[config.mk]
export PLATFORM = sky130hd
export DESIGN_NAME = sorted_slot_check_list_top
export DESIGN_NICKNAME = d
export VERILOG_FILES = /design/src/sv/sscl_pkg.sv /design/src/sv/sscl_datapath.sv /design/src/sv/sscl_ctrl.sv /design/src/sv/sorted_slot_check_list_top.sv
export VERILOG_INCLUDE_DIRS = /design/src /design/src/sv
export SDC_FILE = /design/constraint.sdc
export NUM_CORES = 1
export LEC_CHECK = 0
export BUFFER_PORTS_ARGS = -buffer_cell sky130_fd_sc_hd__buf_4
export CELL_PAD_IN_SITES_DETAIL_PLACEMENT = 1
export CELL_PAD_IN_SITES_GLOBAL_PLACEMENT = 2
export CORE_MARGIN = 2
export CORE_UTILIZATION = 50
export DETAILED_ROUTE_END_ITERATION = 7
export MAX_ROUTING_LAYER = met4
export PLACE_DENSITY_LB_ADDON = 0.1
export SLEW_MARGIN = 20
export SYNTH_ARGS = -nofsm -noshare
export SYNTH_HDL_FRONTEND = slang
export SYNTH_HIERARCHICAL = 1
export SYNTH_SLANG_ARGS = --single-unit
[constraint.sdc]
create_clock -name clock -period 5.9 [get_ports clock]
set_input_delay 0.295 -clock clock [delete_from_list [all_inputs] [get_ports clock]]
set_output_delay 0.295 -clock clock [all_outputs]
set_load 0.01 [all_outputs]
[src/sv/sorted_slot_check_list_top_assert.svh]
// ----------------------------------------------------------------------------
// Sorted slot check list assertion macros
// Clocked assertion forms used by the check list controller.
// ----------------------------------------------------------------------------
`ifndef SORTED_SLOT_CHECK_LIST_TOP_ASSERT_SVH
`define SORTED_SLOT_CHECK_LIST_TOP_ASSERT_SVH

// Implication checked on every clock edge outside reset.
`define SSCL_ASSERT(lbl, prop, msg) \
   lbl: assert property (@(posedge clock) disable iff (reset) prop) else $error(msg);

// Antecedent in one cycle, consequent in the next.
`define SSCL_ASSERT_NEXT(lbl, ante, cons, msg) \
   lbl: assert property (@(posedge clock) disable iff (reset) ante |=> cons) else $error(msg);

`endif

[src/sv/sscl_pkg.sv]
// ----------------------------------------------------------------------------
// Sorted slot check list package
// Operation codes, controller states and the command and status words
// shared by the controller and the datapath.
// ----------------------------------------------------------------------------
package sscl_pkg;

   // Slot value that stands for no slot.
   localparam logic [15:0] SLOT_NONE = 16'hFFFF;

   // Operation codes of an input word.
   typedef enum logic [2:0] {
      OP_LOAD   = 3'd0,
      OP_POP    = 3'd1,
      OP_LOOKUP = 3'd2,
      OP_RECORD = 3'd3,
      OP_READ   = 3'd4
   } op_type;

   // Controller states.
   typedef enum logic [2:0] {
      ST_IDLE,
      ST_EXEC,
      ST_POP_WAIT,
      ST_READ_WAIT,
      ST_LOOK,
      ST_SORT_SCAN,
      ST_SORT_WRITE,
      ST_RESP
   } state_type;

   // Commands from the controller to the datapath.
   typedef struct packed {
      logic capture;
      logic exec;
      logic pop_take;
      logic read_take;
      logic look_step;
      logic scan_step;
      logic sort_write;
      logic rsp_load;
   } cmd_type;

   // Status from the datapath to the controller.
   typedef struct packed {
      op_type op;
      logic   last;
      logic   pend_nz;
      logic   idx_ok;
      logic   look_done;
      logic   scan_done;
      logic   last_pos;
      logic   rsp_free;
   } status_type;

endpackage

[src/sv/sscl_datapath.sv]
// ----------------------------------------------------------------------------
// Sorted slot check list datapath
// Holds the staged pairs, the sorted list and the check results in
// memories, and runs the scans and updates that the controller commands.
// ----------------------------------------------------------------------------
module sscl_datapath import sscl_pkg::*; #(
   parameter int LIST_DEPTH = 16
) (
   input  logic        clock,
   input  logic        reset,
   input  logic [2:0]  req_operation,
   input  logic [15:0] req_slot_in,
   input  logic [7:0]  req_channel_in,
   input  logic        req_busy_in,
   input  logic [3:0]  req_result_index,
   input  logic        req_last_pair,
   output logic        rsp_valid,
   input  logic        rsp_ready,
   output logic [15:0] rsp_slot_out,
   output logic [7:0]  rsp_channel_out,
   output logic        rsp_found,
   output logic        rsp_busy_out,
   output logic        rsp_error,
   input  cmd_type     cmd,
   output status_type  status
);

   localparam int AW = (LIST_DEPTH > 1) ? $clog2(LIST_DEPTH) : 1;
   localparam int CW = $clog2(LIST_DEPTH + 1);
   localparam logic [CW-1:0] DEPTH_C = CW'(LIST_DEPTH);
   localparam logic [CW-1:0] ONE_C   = CW'(1);

   // Captured input word.
   op_type      op_ff;
   logic [15:0] slot_ff;
   logic [7:0]  chan_ff;
   logic        busy_ff;
   logic [3:0]  idx_ff;
   logic        last_ff;

   // List bookkeeping.
   logic [CW-1:0]         staged_count_ff;
   logic [CW-1:0]         pending_ff;
   logic [CW-1:0]         done_ff;
   logic                  built_ff;
   logic [LIST_DEPTH-1:0] sorted_valid_ff;
   logic [LIST_DEPTH-1:0] checked_valid_ff;

   // Scan state.
   logic [CW-1:0]         k_ff;
   logic                  dv_ff;
   logic [AW-1:0]         didx_ff;
   logic [CW-1:0]         n_ff;
   logic [CW-1:0]         pos_ff;
   logic [LIST_DEPTH-1:0] taken_ff;
   logic [15:0]           best_ff;
   logic [AW-1:0]         pick_ff;
   logic                  any_ff;
   logic [7:0]            pick_chan_ff;

   // Result scratch and output registers.
   logic [15:0] res_slot_ff;
   logic [7:0]  res_chan_ff;
   logic        res_found_ff;
   logic        res_busy_ff;
   logic        res_err_ff;
   logic        rsp_valid_ff;
   logic [15:0] rsp_slot_ff;
   logic [7:0]  rsp_chan_ff;
   logic        rsp_found_ff;
   logic        rsp_busy_ff;
   logic        rsp_err_ff;

   // Memories and their registered read ports.
   logic [23:0] staged_mem  [LIST_DEPTH];
   logic [23:0] sorted_mem  [LIST_DEPTH];
   logic [16:0] checked_mem [LIST_DEPTH];
   logic [23:0] staged_rd_ff;
   logic [23:0] sorted_rd_ff;
   logic        sorted_vld_rd_ff;
   logic [16:0] checked_rd_ff;
   logic        checked_vld_rd_ff;

   // Derived values.
   logic            stage_ok;
   logic [CW-1:0]   cnt_after;
   logic [CW-1:0]   pend_dec;
   logic [CW-1:0]   done_dec;
   logic [AW+3:0]   idx_ext;
   logic [AW-1:0]   idx_addr;
   logic            idx_ok;
   logic [AW-1:0]   sorted_addr;
   logic [15:0]     sorted_slot_eff;
   logic [7:0]      sorted_chan_eff;
   logic [15:0]     st_slot;
   logic [7:0]      st_chan;
   logic            cand;
   logic            stage_we;
   logic            record_we;

   // Address and condition logic.
   always_comb begin
      stage_ok    = (staged_count_ff != DEPTH_C);
      cnt_after   = staged_count_ff + (stage_ok ? ONE_C : '0);
      pend_dec    = pending_ff - ONE_C;
      done_dec    = done_ff - ONE_C;
      idx_ext     = {{AW{1'b0}}, idx_ff};
      idx_addr    = idx_ext[AW-1:0];
      idx_ok      = ({{CW{1'b0}}, idx_ff} < (CW + 4)'(LIST_DEPTH));
      sorted_addr = (op_ff == OP_POP) ? pend_dec[AW-1:0] : k_ff[AW-1:0];
      stage_we    = cmd.exec && (op_ff == OP_LOAD) && stage_ok;
      record_we   = cmd.exec && (op_ff == OP_RECORD) && (done_ff != '0);
      st_slot     = staged_rd_ff[23:8];
      st_chan     = staged_rd_ff[7:0];
      cand        = !taken_ff[didx_ff] && (st_slot != SLOT_NONE) && (st_slot >= best_ff);
      if (sorted_vld_rd_ff) begin
         sorted_slot_eff = sorted_rd_ff[23:8];
         sorted_chan_eff = sorted_rd_ff[7:0];
      end else begin
         sorted_slot_eff = built_ff ? 16'h0000 : SLOT_NONE;
         sorted_chan_eff = 8'h00;
      end
   end

   // Input word capture.
   always_ff @(posedge clock) begin
      if (cmd.capture) begin
         op_ff   <= op_type'(req_operation);
         slot_ff <= req_slot_in;
         chan_ff <= req_channel_in;
         busy_ff <= req_busy_in;
         idx_ff  <= req_result_index;
         last_ff <= req_last_pair;
      end
   end

   // Staged pair memory.
   always_ff @(posedge clock) begin
      if (stage_we) begin
         staged_mem[staged_count_ff[AW-1:0]] <= {slot_ff, chan_ff};
      end
      staged_rd_ff <= staged_mem[k_ff[AW-1:0]];
   end

   // Sorted list memory.
   always_ff @(posedge clock) begin
      if (cmd.sort_write) begin
         sorted_mem[pos_ff[AW-1:0]] <= {(any_ff ? best_ff : SLOT_NONE), pick_chan_ff};
      end
      sorted_rd_ff     <= sorted_mem[sorted_addr];
      sorted_vld_rd_ff <= sorted_valid_ff[sorted_addr];
   end

   // Check result memory.
   always_ff @(posedge clock) begin
      if (record_we) begin
         checked_mem[done_dec[AW-1:0]] <= {slot_ff, busy_ff};
      end
      checked_rd_ff     <= checked_mem[idx_addr];
      checked_vld_rd_ff <= checked_valid_ff[idx_addr];
   end

   // Counters and valid bits; the end of a load clears both lists at once.
   always_ff @(posedge clock) begin
      if (reset) begin
         staged_count_ff  <= '0;
         pending_ff       <= '0;
         done_ff          <= '0;
         built_ff         <= 1'b0;
         sorted_valid_ff  <= '0;
         checked_valid_ff <= '0;
      end else if (cmd.exec) begin
         case (op_ff)
            OP_LOAD: begin
               if (last_ff) begin
                  staged_count_ff  <= '0;
                  pending_ff       <= cnt_after;
                  done_ff          <= cnt_after;
                  built_ff         <= 1'b1;
                  sorted_valid_ff  <= '0;
                  checked_valid_ff <= '0;
               end else begin
                  staged_count_ff <= cnt_after;
               end
            end
            OP_POP: begin
               if (pending_ff != '0) begin
                  pending_ff <= pend_dec;
               end
            end
            OP_RECORD: begin
               if (done_ff != '0) begin
                  done_ff                             <= done_dec;
                  checked_valid_ff[done_dec[AW-1:0]] <= 1'b1;
               end
            end
            default: begin
            end
         endcase
      end else if (cmd.sort_write) begin
         sorted_valid_ff[pos_ff[AW-1:0]] <= 1'b1;
      end
   end

   // Scan control: read issue counter and the read-data valid flag.
   always_ff @(posedge clock) begin
      if (reset) begin
         k_ff  <= '0;
         dv_ff <= 1'b0;
      end else if (cmd.exec || cmd.sort_write) begin
         k_ff  <= '0;
         dv_ff <= 1'b0;
      end else if (cmd.scan_step) begin
         dv_ff   <= (k_ff != n_ff);
         didx_ff <= k_ff[AW-1:0];
         if (k_ff != n_ff) begin
            k_ff <= k_ff + ONE_C;
         end
      end else if (cmd.look_step) begin
         dv_ff <= (k_ff != DEPTH_C);
         if (k_ff != DEPTH_C) begin
            k_ff <= k_ff + ONE_C;
         end
      end
   end

   // Selection of the largest untaken staged slot, later pairs winning ties.
   always_ff @(posedge clock) begin
      if (cmd.exec) begin
         best_ff <= '0;
         any_ff  <= 1'b0;
         pos_ff  <= '0;
         if (op_ff == OP_LOAD && last_ff) begin
            n_ff     <= cnt_after;
            taken_ff <= '0;
         end
      end else if (cmd.sort_write) begin
         best_ff <= '0;
         any_ff  <= 1'b0;
         pos_ff  <= pos_ff + ONE_C;
         if (any_ff) begin
            taken_ff[pick_ff] <= 1'b1;
         end
      end else if (cmd.scan_step && dv_ff) begin
         if (cand) begin
            best_ff <= st_slot;
            pick_ff <= didx_ff;
            any_ff  <= 1'b1;
         end
         if (cand || didx_ff == '0) begin
            pick_chan_ff <= st_chan;
         end
      end
   end

   // Result scratch registers.
   always_ff @(posedge clock) begin
      if (cmd.exec) begin
         res_slot_ff  <= SLOT_NONE;
         res_chan_ff  <= '0;
         res_found_ff <= 1'b0;
         res_busy_ff  <= 1'b0;
         res_err_ff   <= ((op_ff == OP_LOAD) && !stage_ok)
                      || ((op_ff == OP_RECORD) && (done_ff == '0));
      end else if (cmd.pop_take) begin
         res_slot_ff <= sorted_slot_eff;
      end else if (cmd.read_take) begin
         res_slot_ff <= checked_vld_rd_ff ? checked_rd_ff[16:1] : 16'h0000;
         res_busy_ff <= checked_vld_rd_ff && checked_rd_ff[0];
      end else if (cmd.look_step && dv_ff && !res_found_ff) begin
         if (sorted_slot_eff == slot_ff) begin
            res_found_ff <= 1'b1;
            res_chan_ff  <= sorted_chan_eff;
         end
      end
   end

   // Output word register.
   always_ff @(posedge clock) begin
      if (reset) begin
         rsp_valid_ff <= 1'b0;
      end else if (cmd.rsp_load) begin
         rsp_valid_ff <= 1'b1;
      end else if (rsp_ready) begin
         rsp_valid_ff <= 1'b0;
      end
   end

   always_ff @(posedge clock) begin
      if (cmd.rsp_load) begin
         rsp_slot_ff  <= res_slot_ff;
         rsp_chan_ff  <= res_chan_ff;
         rsp_found_ff <= res_found_ff;
         rsp_busy_ff  <= res_busy_ff;
         rsp_err_ff   <= res_err_ff;
      end
   end

   assign rsp_valid       = rsp_valid_ff;
   assign rsp_slot_out    = rsp_slot_ff;
   assign rsp_channel_out = rsp_chan_ff;
   assign rsp_found       = rsp_found_ff;
   assign rsp_busy_out    = rsp_busy_ff;
   assign rsp_error       = rsp_err_ff;

   // Status toward the controller.
   always_comb begin
      status.op        = op_ff;
      status.last      = last_ff;
      status.pend_nz   = (pending_ff != '0);
      status.idx_ok    = idx_ok;
      status.look_done = res_found_ff || ((k_ff == DEPTH_C) && !dv_ff);
      status.scan_done = (k_ff == n_ff) && !dv_ff;
      status.last_pos  = ((pos_ff + ONE_C) == n_ff);
      status.rsp_free  = !rsp_valid_ff || rsp_ready;
   end

endmodule

[src/sv/sscl_ctrl.sv]
// ----------------------------------------------------------------------------
// Sorted slot check list controller
// State machine that accepts one word at a time and sequences the
// datapath through execution, list scans, sorting and the result handoff.
// ----------------------------------------------------------------------------
`include "sorted_slot_check_list_top_assert.svh"

module sscl_ctrl import sscl_pkg::*; (
   input  logic       clock,
   input  logic       reset,
   input  logic       req_valid,
   output logic       req_ready,
   input  status_type status,
   output cmd_type    cmd
);

   state_type state_ff;
   state_type state_in;

   // State register.
   always_ff @(posedge clock) begin
      if (reset) begin
         state_ff <= ST_IDLE;
      end else begin
         state_ff <= state_in;
      end
   end

   // Next state and commands.
   always_comb begin
      state_in  = state_ff;
      cmd       = '0;
      req_ready = 1'b0;
      case (state_ff)
         ST_IDLE: begin
            req_ready = 1'b1;
            if (req_valid) begin
               cmd.capture = 1'b1;
               state_in    = ST_EXEC;
            end
         end
         ST_EXEC: begin
            cmd.exec = 1'b1;
            case (status.op)
               OP_LOAD:   state_in = status.last ? ST_SORT_SCAN : ST_RESP;
               OP_POP:    state_in = status.pend_nz ? ST_POP_WAIT : ST_RESP;
               OP_LOOKUP: state_in = ST_LOOK;
               OP_READ:   state_in = status.idx_ok ? ST_READ_WAIT : ST_RESP;
               default:   state_in = ST_RESP;
            endcase
         end
         ST_POP_WAIT: begin
            cmd.pop_take = 1'b1;
            state_in     = ST_RESP;
         end
         ST_READ_WAIT: begin
            cmd.read_take = 1'b1;
            state_in      = ST_RESP;
         end
         ST_LOOK: begin
            if (status.look_done) begin
               state_in = ST_RESP;
            end else begin
               cmd.look_step = 1'b1;
            end
         end
         ST_SORT_SCAN: begin
            if (status.scan_done) begin
               state_in = ST_SORT_WRITE;
            end else begin
               cmd.scan_step = 1'b1;
            end
         end
         ST_SORT_WRITE: begin
            cmd.sort_write = 1'b1;
            state_in       = status.last_pos ? ST_RESP : ST_SORT_SCAN;
         end
         ST_RESP: begin
            if (status.rsp_free) begin
               cmd.rsp_load = 1'b1;
               state_in     = ST_IDLE;
            end
         end
         default: begin
            state_in = ST_IDLE;
         end
      endcase
   end

   // An accepted word always starts execution in the next cycle.
   `SSCL_ASSERT_NEXT(a_accept_exec, req_valid && req_ready, state_ff == ST_EXEC, "accepted word did not start execution")
   // A list position is written only after a completed scan.
   `SSCL_ASSERT(a_write_after_scan, state_ff == ST_SORT_WRITE |-> $past(state_ff) == ST_SORT_SCAN && $past(status.scan_done), "sorted entry written without a finished scan")
   // The pop read wait only follows a pop on a list that held entries.
   `SSCL_ASSERT(a_pop_nonempty, state_ff == ST_POP_WAIT |-> $past(status.pend_nz) && $past(state_ff) == ST_EXEC, "pop read started on an empty list")

endmodule

[src/sv/sorted_slot_check_list_top.sv]
// ----------------------------------------------------------------------------
// Sorted slot check list
// Keeps a sorted list of (slot, channel) pairs to check and a store of
// check results, driven by load, pop, lookup, record and read words.
// ----------------------------------------------------------------------------
// Usage: each request word carries an operation and its fields; every
// request produces exactly one response word. Both channels use
// valid/ready and a word moves when both are high.
// One word is worked at a time. A lookup walks the sorted list memory
// one entry per cycle and stops early on a match. A load that ends a
// batch sorts the n staged pairs by selection, one staged memory read per
// cycle. The next request is taken in the cycle after its response is
// loaded. The response sits in an output register, so the next request is
// taken while it waits; a stalled receiver holds the block only once the
// next response is ready. Reset empties the staged batch, the sorted list
// (all slots read as none) and the result store.
// ----------------------------------------------------------------------------
module sorted_slot_check_list_top import sscl_pkg::*; #(
   parameter int LIST_DEPTH = 16
) (
   input  logic        clock,
   input  logic        reset,
   input  logic        req_valid,
   output logic        req_ready,
   input  logic [2:0]  req_operation,
   input  logic [15:0] req_slot_in,
   input  logic [7:0]  req_channel_in,
   input  logic        req_busy_in,
   input  logic [3:0]  req_result_index,
   input  logic        req_last_pair,
   output logic        rsp_valid,
   input  logic        rsp_ready,
   output logic [15:0] rsp_slot_out,
   output logic [7:0]  rsp_channel_out,
   output logic        rsp_found,
   output logic        rsp_busy_out,
   output logic        rsp_error
);

   cmd_type    cmd;
   status_type status;

   // Sequencer.
   sscl_ctrl u_ctrl (
      .clock     (clock),
      .reset     (reset),
      .req_valid (req_valid),
      .req_ready (req_ready),
      .status    (status),
      .cmd       (cmd)
   );

   // Storage and compute.
   sscl_datapath #(
      .LIST_DEPTH (LIST_DEPTH)
   ) u_datapath (
      .clock            (clock),
      .reset            (reset),
      .req_operation    (req_operation),
      .req_slot_in      (req_slot_in),
      .req_channel_in   (req_channel_in),
      .req_busy_in      (req_busy_in),
      .req_result_index (req_result_index),
      .req_last_pair    (req_last_pair),
      .rsp_valid        (rsp_valid),
      .rsp_ready        (rsp_ready),
      .rsp_slot_out     (rsp_slot_out),
      .rsp_channel_out  (rsp_channel_out),
      .rsp_found        (rsp_found),
      .rsp_busy_out     (rsp_busy_out),
      .rsp_error        (rsp_error),
      .cmd              (cmd),
      .status           (status)
   );

endmodule
==> flow_summary.toml, run 1 <==
[cts]
cts_resized = 0
cts_sinks = 1311
clock_path_buffers = 3
clk_pin_slew_ns = 0.06
cts_root_buf = "clkbuf_16"
post_cts.repair.setup_buffers = 0
cts-buffers-inserted = 137
clk_latency_ns = 0.76
cts_tree = "yes"
htree_levels = 4

[global_routing]
grtUsageTotal_pct = 26.4
grt_max_degree = 83
overflow = 0
grt_antenna_before_repair = 4
first_global_vias = 28100
grt_pass1_wl_um = 191000

[sta]
slew_viol_final = 0
fin_crit_sh_pct = 66.5
skew_ns = 0.0206
clock.fmax_ghz = 0.255
worstMarginPinSlew_ns = 1.16
rsz0062_at_grt = "no"
setup_ws_ns = 1.98
fin_setup_tns_ns = 0
maxSlewHeadroom_pct = 22.5
period_minus_slack_ns = 3.92
hold_viol = 0
setup_viol = 0

[setup_path]
cp_data_required_time_ns = 6.27
cp.arrival_ns = 4.29
path_class = "flop to flop"
r2r_cells = 7
worst_r2r_startpoint = "u_ctrl/state_ff[0]"
critPathLaunchType = "flop"
cp-startpoint = "u_ctrl/state_ff[0]"
reg2reg_slack_ns = 1.98
cp-end-kind = "flop"
timing.rr.end = "u_datapath/checked_mem[8][5]"
cp_max_fo = 55

[logic_synthesis]
synth_compound_area_share_pct = 3.18
synth_top_family_by_area = "multiplexers"
syn-num-nets = 2876
synth_cell_types = 71
synth_edf_count = 1138
synth_adder_area_share_pct = 0.848
synth_xor_area_share_pct = 0.628
yosysWarnings = 6
muxShareOfSynthArea_pct = 12.4
synth-simple-area-share_pct = 6.26
yosysMostFrequentCell = "edfxtp_1"
synth_top_area_share_pct = 68.1
synth.area.top_cells = "edfxtp_1 (68%), mux4_2 (12%), dfxtp_1 (6.9%)"
async_reset_ff_share_pct = 0
syn_area_um2 = 50200
synth.cells.most_frequent = "edfxtp_1 (1138), nand2_1 (286), mux4_2 (264), dfxtp_1 (173), nor2_1 (144)"
synth_top_area_cell = "edfxtp_1"
synth-main-ff-cell = "edfxtp_1"
yosysSeqAreaShare_pct = 75.0
synth_seq_cells = 1311
synth_cells = 2805
avgSynthCellArea_um2 = 17.9

[final_layout]
final_cells = 4376
syn2layout_area_growth_pct = 13.8
drive_gt1_share_pct = 21.5
nets = 3030
n_fill_cell = 8804

[placed_design]
placedCellCount = 4081
pre_cts_ws_ns = 1.96
place_congestion = 0.853
hpwlAfterDp_um = 76500
portBuffers = 65

[hold_path]
hold_depth = 3
whs_endpoint = "u_datapath/rsp_valid"
hp-start = "rsp_ready"
holdCritPathClass = "primary input to flop"

[pwr]
p_per_area_nw_per_um2 = 407
leakage_nw = 18.4
power_mw = 23.2
combinationalPowerShare_pct = 15.9
p_sw_share_pct = 27.3
seqPwrFrac_pct = 48.7
p_int_mw = 16.9
max-vdd-ir-drop_uv = 440
p_clk_share_pct = 35.4
p_switching_mw = 6.33

[floorplanning]
boundaryPins = 66
die_w_um = 321
initial_utilization_pct = 50.3
placementRows = 116
core-area_um2 = 99900
die_h_um = 321
die-area_um2 = 103000

[run]
cap_violations = 0

[outcome]
status = "finished, final reports clean"

[detailed_routing]
first_pass_iters = 5
num_vias = 26600
wl_um = 129000
wl_per_cell_um = 29.6
antenna_violating_nets_post_route = 0
via_per_inst = 6.09
drtIter0Drc = 2381
drc_errors = 0
-- flip-flops by register name (all words and copies together) (netlist names), 8 cells and up --
| signal | cells |
|---|---|
| u_datapath/checked_rd_ff | 17 |
| u_datapath/staged_rd_ff | 24 |
| u_datapath/checked_valid_ff | 16 |
| u_datapath/checked_mem | 272 |
| u_datapath/sorted_rd_ff | 24 |
| u_datapath/staged_mem | 384 |
| u_datapath/taken_ff | 16 |
| u_datapath/sorted_valid_ff | 16 |
| u_datapath/res_chan_ff | 8 |
| u_datapath/best_ff | 16 |
| u_datapath/res_slot_ff | 16 |
| u_datapath/rsp_channel_out | 8 |
| u_datapath/pick_chan_ff | 8 |
| u_datapath/chan_ff | 8 |
| u_datapath/rsp_slot_out | 16 |
| u_datapath/sorted_mem | 384 |
| u_datapath/slot_ff | 16 |
-- worst max path at each step --
stage	endpoint	depth (start not counted)	slack [ns]
after floorplan	u_datapath/res_chan_ff[0]	14	2.39
after global placement	u_datapath/res_chan_ff[6]	10	2.05
after detailed placement	u_datapath/res_chan_ff[1]	10	1.96
after CTS	u_datapath/res_chan_ff[1]	10	1.87
after global routing	u_datapath/checked_mem[1][1]	7	1.65
final	u_datapath/checked_mem[8][5]	7	1.98
-- placed cells by master, fill, tap and decap left out, types with 5 or more instances in the layout --
master,Yosys,final
edfxtp_1,1138,1138
nand2_1,286,286
mux4_2,264,264
dfxtp_1,173,169
clkbuf_16,0,139
buf_4,6,125
nand3_1,112,112
nor2_1,144,104
a21oi_1,78,78
o21ai_0,55,54
inv_1,42,42
nand4_1,41,41
clkbuf_1,61,37
dlygate4sd3_1,0,34
ha_1,34,34
a22oi_1,30,30
clkinv_1,0,27
a31oi_1,23,23
nor2_2,0,22
xor2_1,21,21
mux2i_1,23,21
nor2b_1,20,19
nor2_4,0,18
a221oi_1,18,18
o21ai_1,16,17
clkinv_2,0,15
xnor2_1,15,15
clkbuf_8,0,13
nand2b_1,13,13
nor3_1,14,8
nor4_1,9,8
nor3_2,1,7
nor4b_1,7,7
nand3b_1,7,7
and3_1,7,7
diode_2,0,6
inv_6,0,5
clkinv_8,0,5
-- critical path: stages, from the launching register on --
cell and delay, ns:
dfxtp_1 0.58, inv_1 0.20, nor3_2 0.16, buf_4 0.57, nand4b_1 0.36, nor2_1 0.46
nand2_1 0.32, nor2_2 0.88
-- cell families (layout without fill, tap and decap cells) --
logic type | Yosys count | after routing
flops | 1311 | 1311
simple gates | 686 | 686
mux | 290 | 290
compound gates | 255 | 255
buf+inv | 192 | 459
xor+xnor | 36 | 36
fa+ha+maj | 34 | 34
other cells | 1 | 7
-- stage by stage --
stage / instance area, µm² / hold slack (ns) / util [%]
3_5_place_dp: 52400 / 0.401 / 52.4
3_3_place_gp: 52300 / 0.410 / 52.4
4_1_cts: 57000 / 0.00821 / 57.1
6_report: 57100 / 0.0363 / 57.2
5_1_grt: 57100 / 0.0377 / 57.2
2_1_floorplan: 50200 / 0.364 / -
-- area by class of cell --
type | instances | area (µm²) | area share [%]
Clock inverter | 63 | 500 | 0.876
Timing Repair Buffer | 165 | 1430 | 2.50
Inverter | 42 | 158 | 0.276
Sequential cell | 1311 | 37600 | 65.9
Clock buffer | 189 | 3800 | 6.65
Multi-Input combinational cell | 1302 | 12000 | 20.9
Antenna cell | 6 | 15.0 | 0.0263
Tap cell | 1298 | 1620 | 2.84
-- layer usage --
layer	track usage, %	up-vias	routed length (µm)
met5	-	-	0
met3	3.75	179	6600
met1	35.7	14300	55900
met4	6.66	0	2410
met2	42.8	803	64600
li1	-	11400	-
-- power groups by stage --
stage	clock network [mW]	logic [mW]	registers [mW]
2_1_floorplan	0	2.64	11.1
3_3_place_gp	0	3.56	11.5
3_5_place_dp	0	3.68	11.5
4_1_cts	8.38	3.71	11.3
5_1_grt	8.71	4.02	11.3
6_report	8.23	3.68	11.3
-- what timing repair did --
| item | in CTS | in global routing |
|---|---|---|
| setup endpoints to repair | 0 | 0 |
| hold buffers | 34 | 0 |
| endpoints found under the hold margin | 53 | 0 |
(Power assumes the default switching activity.)
==> inputs of run 2 (changes only) <==
--- a/config.mk
+++ b/config.mk
@@ -6,11 +6,12 @@
 export SDC_FILE = /design/constraint.sdc
 export NUM_CORES = 1
 export LEC_CHECK = 0
+export ABC_AREA = 1
 export BUFFER_PORTS_ARGS = -buffer_cell sky130_fd_sc_hd__buf_4
 export CELL_PAD_IN_SITES_DETAIL_PLACEMENT = 1
 export CELL_PAD_IN_SITES_GLOBAL_PLACEMENT = 2
 export CORE_MARGIN = 2
-export CORE_UTILIZATION = 50
+export CORE_UTILIZATION = 44
 export DETAILED_ROUTE_END_ITERATION = 7
 export MAX_ROUTING_LAYER = met4
 export PLACE_DENSITY_LB_ADDON = 0.1
==> constraint.sdc (replaced) <==
create_clock -name clock -period 3.8 [get_ports clock]
set_input_delay 0.19 -clock clock [delete_from_list [all_inputs] [get_ports clock]]
set_output_delay 0.19 -clock clock [all_outputs]
set_load 0.01 [all_outputs]
==> run 2 against run 1 <==
Compared with the run above:
- via count increased by 29%
- utilization is 6.2 points lower
- clock skew is 0.0045 ns higher
- critical path depth up 10
- worst setup slack got worse by 1.1 ns
- synthesized cell count increased by 56%
- sequential share of layout area down 3.6 points
- non-clock buffer count is 57 higher
- critical path type unchanged
==> flow_summary.toml, run 2 <==
[detailed_routing]
antenna_violating_nets_post_route = 0
first_pass_iters = 5
drc_errors = 0
num_vias = 34300
drtIter0Drc = 2876
wl_per_cell_um = 24.8
via_per_inst = 5.50
wl_um = 154000

[logic_synthesis]
synth_top_area_cell = "edfxtp_1"
synth_edf_count = 1138
syn_area_um2 = 52700
synth_top_area_share_pct = 64.8
synth.cells.most_frequent = "edfxtp_1 (1138), nand2_1 (723), inv_1 (401), o21ai_0 (330), nor2_1 (326)"
yosysMostFrequentCell = "edfxtp_1"
yosysWarnings = 6
yosysSeqAreaShare_pct = 71.4
synth-main-ff-cell = "edfxtp_1"
synth_cells = 4386
syn-num-nets = 4457
avgSynthCellArea_um2 = 12.0
synth_cell_types = 43
synth_seq_cells = 1311
async_reset_ff_share_pct = 0
synth.area.top_cells = "edfxtp_1 (65%), dfxtp_1 (6.6%), nand2_1 (5.1%)"

[floorplanning]
die_h_um = 350
die-area_um2 = 123000
initial_utilization_pct = 44.5
placementRows = 126
core-area_um2 = 118000
boundaryPins = 66
die_w_um = 350

[setup_path]
cp-end-kind = "flop"
worst_r2r_startpoint = "u_datapath/k_ff[1]"
cp.arrival_ns = 3.62
path_class = "flop to flop"
reg2reg_slack_ns = 0.84
r2r_cells = 17
timing.rr.end = "u_datapath/res_chan_ff[4]"
cp_data_required_time_ns = 4.46
cp_max_fo = 46
critPathLaunchType = "flop"

[cts]
cts_sinks = 1311
clock_path_buffers = 3
clk_pin_slew_ns = 0.06
htree_levels = 4
cts_root_buf = "clkbuf_16"
cts_tree = "yes"
cts-buffers-inserted = 143
clk_latency_ns = 0.75
cts_resized = 0

[outcome]
status = "finished, final reports clean"

[sta]
hold_viol = 0
maxSlewHeadroom_pct = 27.0
setup_ws_ns = 0.836
setup_viol = 0
slew_viol_final = 0
period_minus_slack_ns = 2.96
rsz0062_at_grt = "no"
fin_crit_sh_pct = 78.0
clock.fmax_ghz = 0.337
skew_ns = 0.0252
worstMarginPinSlew_ns = 1.09
fin_setup_tns_ns = 0

[global_routing]
overflow = 0
use_met2_pct = 42.9
met1_usage_pct = 34.4
grtUsageTotal_pct = 26.1
grt-busiest-layer = "met2"
grt_pass1_wl_um = 228000
use_met3_pct = 2.86
grt_max_degree = 130
grt_antenna_before_repair = 4
first_global_vias = 34900

[hold_path]
holdCritPathClass = "primary input to flop"
whs_endpoint = "u_ctrl/state_ff[0]"
hold_depth = 6
hp-start = "req_valid"

[placed_design]
portBuffers = 65
hpwlAfterDp_um = 89900
pre_cts_ws_ns = 0.799
place_congestion = 0.791

[pwr]
p_per_area_nw_per_um2 = 667
max-vdd-ir-drop_uv = 559
leakage_nw = 21.6

[final_layout]
n_fill_cell = 12100
nets = 4577
final_cell_mix = "edfxtp_1 (1138), nand2_1 (722), inv_1 (399)"
drive_gt1_share_pct = 10.2
mostFrequentLayoutCell = "edfxtp_1"
syn2layout_area_growth_pct = 14.6

[run]
cap_violations = 0
==> run 2: metal layers <==
layer  wire length, µm  vias to the layer above
met2             75300                      660
met1             69700                    17500
met4              3640                        0
met3              5730                      220
met5                 0                        -
li1                  -                    15800
==> run 2: cells by family (layout without fill, tap and decap cells) <==
family,Yosys count,after routing,share of synthesized area [%]
AOI/OAI and AO/OA,852,852,9.61
xor gates and xnor gates,23,23,0.382
adders and majority gates,34,34,0.807
buffers and inverters,661,901,5.13
DFF,1311,1311,71.4
muxes,68,68,1.29
other,1,2,0.00712
and+or+nand+nor,1436,1436,11.4
==> run 2: layout make-up <==
| cell class | instances | area, µm² | share of cell area, % |
|---|---|---|---|
| Inverter | 414 | 1560 | 2.58 |
| Multi-Input combinational cell | 2414 | 12700 | 21.1 |
| Clock inverter | 68 | 599 | 0.993 |
| Timing Repair Buffer | 222 | 1920 | 3.19 |
| Clock buffer | 197 | 3940 | 6.52 |
| Tap cell | 1600 | 2000 | 3.32 |
| Sequential cell | 1311 | 37600 | 62.3 |
| Antenna cell | 1 | 2.50 | 0.00414 |
==> run 2: report_power, final <==
group          internal [mW]  leakage (nW)  switching [mW]
clock network           7.77          2.21            5.70
logic                   2.54          7.79            6.32
registers               16.8          11.6            1.15
total                   27.1          21.6            13.2
==> run 2: metrics by stage <==
step	power (mW)	cell area, µm²	util, %	hold slack, ns	instances
2_1_floorplan	23.5	52700	-	0.259	4386
3_3_place_gp	27.0	55500	46.8	0.368	5925
3_5_place_dp	27.1	55500	46.9	0.369	5926
4_1_cts	40.7	60400	51.0	0.0806	6226
5_1_grt	42.1	60400	51.0	0.150	6226
6_report	40.3	60400	51.0	0.116	6227
==> run 2: repair_timing <==
item / in CTS / in global routing
hold buffers: 35 / 0
hold endpoints to repair: 47 / 0
buffers inserted: 0 / 0
==> run 2: worst max-delay path, stage by stage (launching register included) <==
cell and delay (ns):
dfxtp_4 0.35, buf_4 0.51, inv_2 0.08, ha_1 0.20, nand4_1 0.13, o21ai_0 0.09
nand3b_1 0.19, inv_1 0.12, nand3_1 0.13, nor2_1 0.12, nand2_1 0.06, nor2_1 0.08
nand2_1 0.09, nor2_4 0.32, nand3_4 0.19, nand2_1 0.10, nand2_1 0.05, nor2_1 0.08
==> run 2: worst max path at each step <==
stage | startpoint | endpoint | cells after the start
2_1_floorplan | u_ctrl/state_ff[2] | u_datapath/sorted_mem[7][0] | 6
3_3_place_gp | u_datapath/k_ff[1] | u_datapath/res_chan_ff[6] | 17
3_5_place_dp | u_datapath/k_ff[1] | u_datapath/res_chan_ff[4] | 17
4_1_cts | u_datapath/k_ff[1] | u_datapath/res_chan_ff[6] | 17
5_1_grt | u_datapath/k_ff[1] | u_datapath/res_chan_ff[2] | 17
6_report | u_datapath/k_ff[1] | u_datapath/res_chan_ff[4] | 17
==> inputs of run 3 (changes only) <==
--- a/config.mk
+++ b/config.mk
@@ -11,7 +11,7 @@
 export CELL_PAD_IN_SITES_DETAIL_PLACEMENT = 1
 export CELL_PAD_IN_SITES_GLOBAL_PLACEMENT = 2
 export CORE_MARGIN = 2
-export CORE_UTILIZATION = 44
+export CORE_UTILIZATION = 40
 export DETAILED_ROUTE_END_ITERATION = 7
 export MAX_ROUTING_LAYER = met4
 export PLACE_DENSITY_LB_ADDON = 0.1
==> constraint.sdc (replaced) <==
create_clock -name clock -period 2.5 [get_ports clock]
set_input_delay 0.125 -clock clock [delete_from_list [all_inputs] [get_ports clock]]
set_output_delay 0.125 -clock clock [all_outputs]
set_load 0.01 [all_outputs]
==> run 3 against run 2 <==
Compared with the run above:
- global-route usage decreased by 1.9 points
- highest routed layer unchanged
- non-clock buffer count is 166 higher
- critical path depth down 9
- largest power group unchanged
- via count increased by 1.1%
- wire length rose by 2.3%
- first-iteration DRC count is 17% lower
==> flow_summary.toml, run 3 (synthesis gave the netlist of run 2 again) <==
[run]
cap_violations = 0

[setup_path]
cp.arrival_ns = 2.83
cp_data_required_time_ns = 2.96
cp_max_fo = 17
cpMaxStageDelayCell = "dfxtp_1"
critPathLaunchType = "flop"
crit_path_cell_trace = "inv_1 -> ha_1 -> nand2_1 -> inv_1 -> nor2_1 -> nand2_1 -> nor3_4 -> buf_12"
cp-end-kind = "flop"
path_class = "flop to flop"
reg2reg_slack_ns = 0.12
timing.rr.end = "u_datapath/checked_mem[5][9]"
r2r_cells = 8
worst_r2r_startpoint = "u_datapath/done_ff[0]"
max_stage_delay_ns = 0.39

[hold_path]
whs_endpoint = "u_datapath/chan_ff[5]"
hp-start = "req_channel_in[5]"
holdCritPathClass = "primary input to flop"
hold_depth = 2

[final_layout]
utilization_pct = 48.2
stdcell_area_um2 = 63300
drive_gt1_share_pct = 13.6
diodes = 0
mostFrequentLayoutCell = "edfxtp_1"
seq_area_um2 = 37600
n_fill_cell = 13500
final_cell_mix = "edfxtp_1 (1138), nand2_1 (720), inv_1 (400)"
syn2layout_area_growth_pct = 20.0
nets = 4746
multi_input_area_um2 = 12900
final_cells = 6547

[floorplanning]
die_h_um = 367
initial_utilization_pct = 40.2
die_w_um = 367
boundaryPins = 66
core-area_um2 = 131000
placementRows = 133
die-area_um2 = 135000

[cts]
cts_root_buf = "clkbuf_16"
clk_pin_slew_ns = 0.06
cts_sinks = 1311
htree_levels = 4
cts-buffers-inserted = 145
clk_latency_ns = 0.76
cts_tree = "yes"
clock_path_buffers = 3

[sta]
fin_crit_sh_pct = 95.0
maxSlewHeadroom_pct = 17.8
period_minus_slack_ns = 2.38
worstMarginPinSlew_ns = 1.23
hold_viol = 0
clock.fmax_ghz = 0.421
skew_ns = 0.0271
fin_setup_tns_ns = 0
rsz0062_at_grt = "yes"
setup_viol = 0
slew_viol_final = 0

[placed_design]
dpl_cell_area_um2 = 58100
placedCellCount = 6243
place_congestion = 0.811
portBuffers = 65
hpwlAfterDp_um = 97400

[outcome]
status = "finished, final reports clean"

[detailed_routing]
antenna_violating_nets_post_route = 0
first_pass_iters = 5
via_per_inst = 5.29
drc_errors = 0
wl_um = 158000
wl_per_cell_um = 24.1
drtIter0Drc = 2386
num_vias = 34600

[global_routing]
grt_pass1_wl_um = 235000
grtUsageTotal_pct = 24.1
overflow = 0
first_global_vias = 35200
grt_max_degree = 195
grt_antenna_before_repair = 5

[pwr]
power_mw = 63.4
leakage_nw = 23.0
max-vdd-ir-drop_uv = 1150
p_per_area_nw_per_um2 = 1000
## run 3: cell count changes in the layout (fill, tap and decap cells not counted), moves of 3 or more
cell	change
buf_12	+86
buf_4	+78
bufinv_16	+4
clkbuf_1	-7
clkbuf_16	+3
clkinv_1	-8
clkinv_2	+6
clkinv_8	-3
inv_6	+3
nor3_2	-29
nor3_4	+29
## run 3: final cells by class
cell class                      instances  area share (%)
Clock buffer                          195            6.34
Clock inverter                         69            1.09
Inverter                              414            2.47
Multi-Input combinational cell       2415            20.4
Sequential cell                      1311            59.5
Tap cell                             1755            3.47
Timing Repair Buffer                  388            6.69
## run 3: worst max path at each step
stage	from	endpoint	slack [ns]
6_report	u_datapath/done_ff[0]	u_datapath/checked_mem[5][9]	0.12
5_1_grt	u_datapath/done_ff[0]	u_datapath/checked_mem[5][5]	-0.09
3_3_place_gp	u_datapath/n_ff[0]	u_datapath/pick_chan_ff[5]	-0.18
2_1_floorplan	u_datapath/done_ff[0]	u_datapath/checked_mem[0][0]	-0.31
4_1_cts	u_datapath/n_ff[4]	u_datapath/pick_ff[3]	0.03
3_5_place_dp	u_datapath/n_ff[4]	u_datapath/pick_chan_ff[5]	-0.29
## run 3: metrics by stage
step	hold slack [ns]	setup WS (ns)
after floorplan	0.194	-0.314
after global placement	0.303	-0.178
after detailed placement	0.304	-0.290
after CTS	0.0217	0.0305
after global routing	0.0586	-0.0891
final	0.0809	0.125
## run 3: power breakdown
part           switching [mW]  internal [mW]
Sequential               1.25           25.6
Combinational            10.3           5.05
Clock                    8.78           12.4
## run 3: critical path: cells and delay by family, from the launching register on
| family | cells | cell delay (ns) |
|---|---|---|
| buffers and inverters | 3 | 0.43 |
| and+or+nand+nor | 4 | 0.94 |
| adders and majority gates | 1 | 0.28 |
| DFF | 1 | 0.39 |
## run 3: timing repair
| item | in CTS | in global routing |
|---|---|---|
| hold buffers | 37 | 0 |
| cloned | 0 | 1 |
| hold endpoints to repair | 50 | 0 |
| endpoints found under the setup margin | 8 | 172 |
| gates resized for setup | 3 | 6 |
| pin swaps | 0 | 7 |
| buffers inserted | 0 | 2 |
## run 3: layer usage
layer	track usage (%)	up-vias	share of wire, %
li1	-	16200	-
met1	31.7	17700	45
met2	40.1	561	50
met3	2.98	197	3.3
met4	5.68	0	2.0
met5	-	-	0
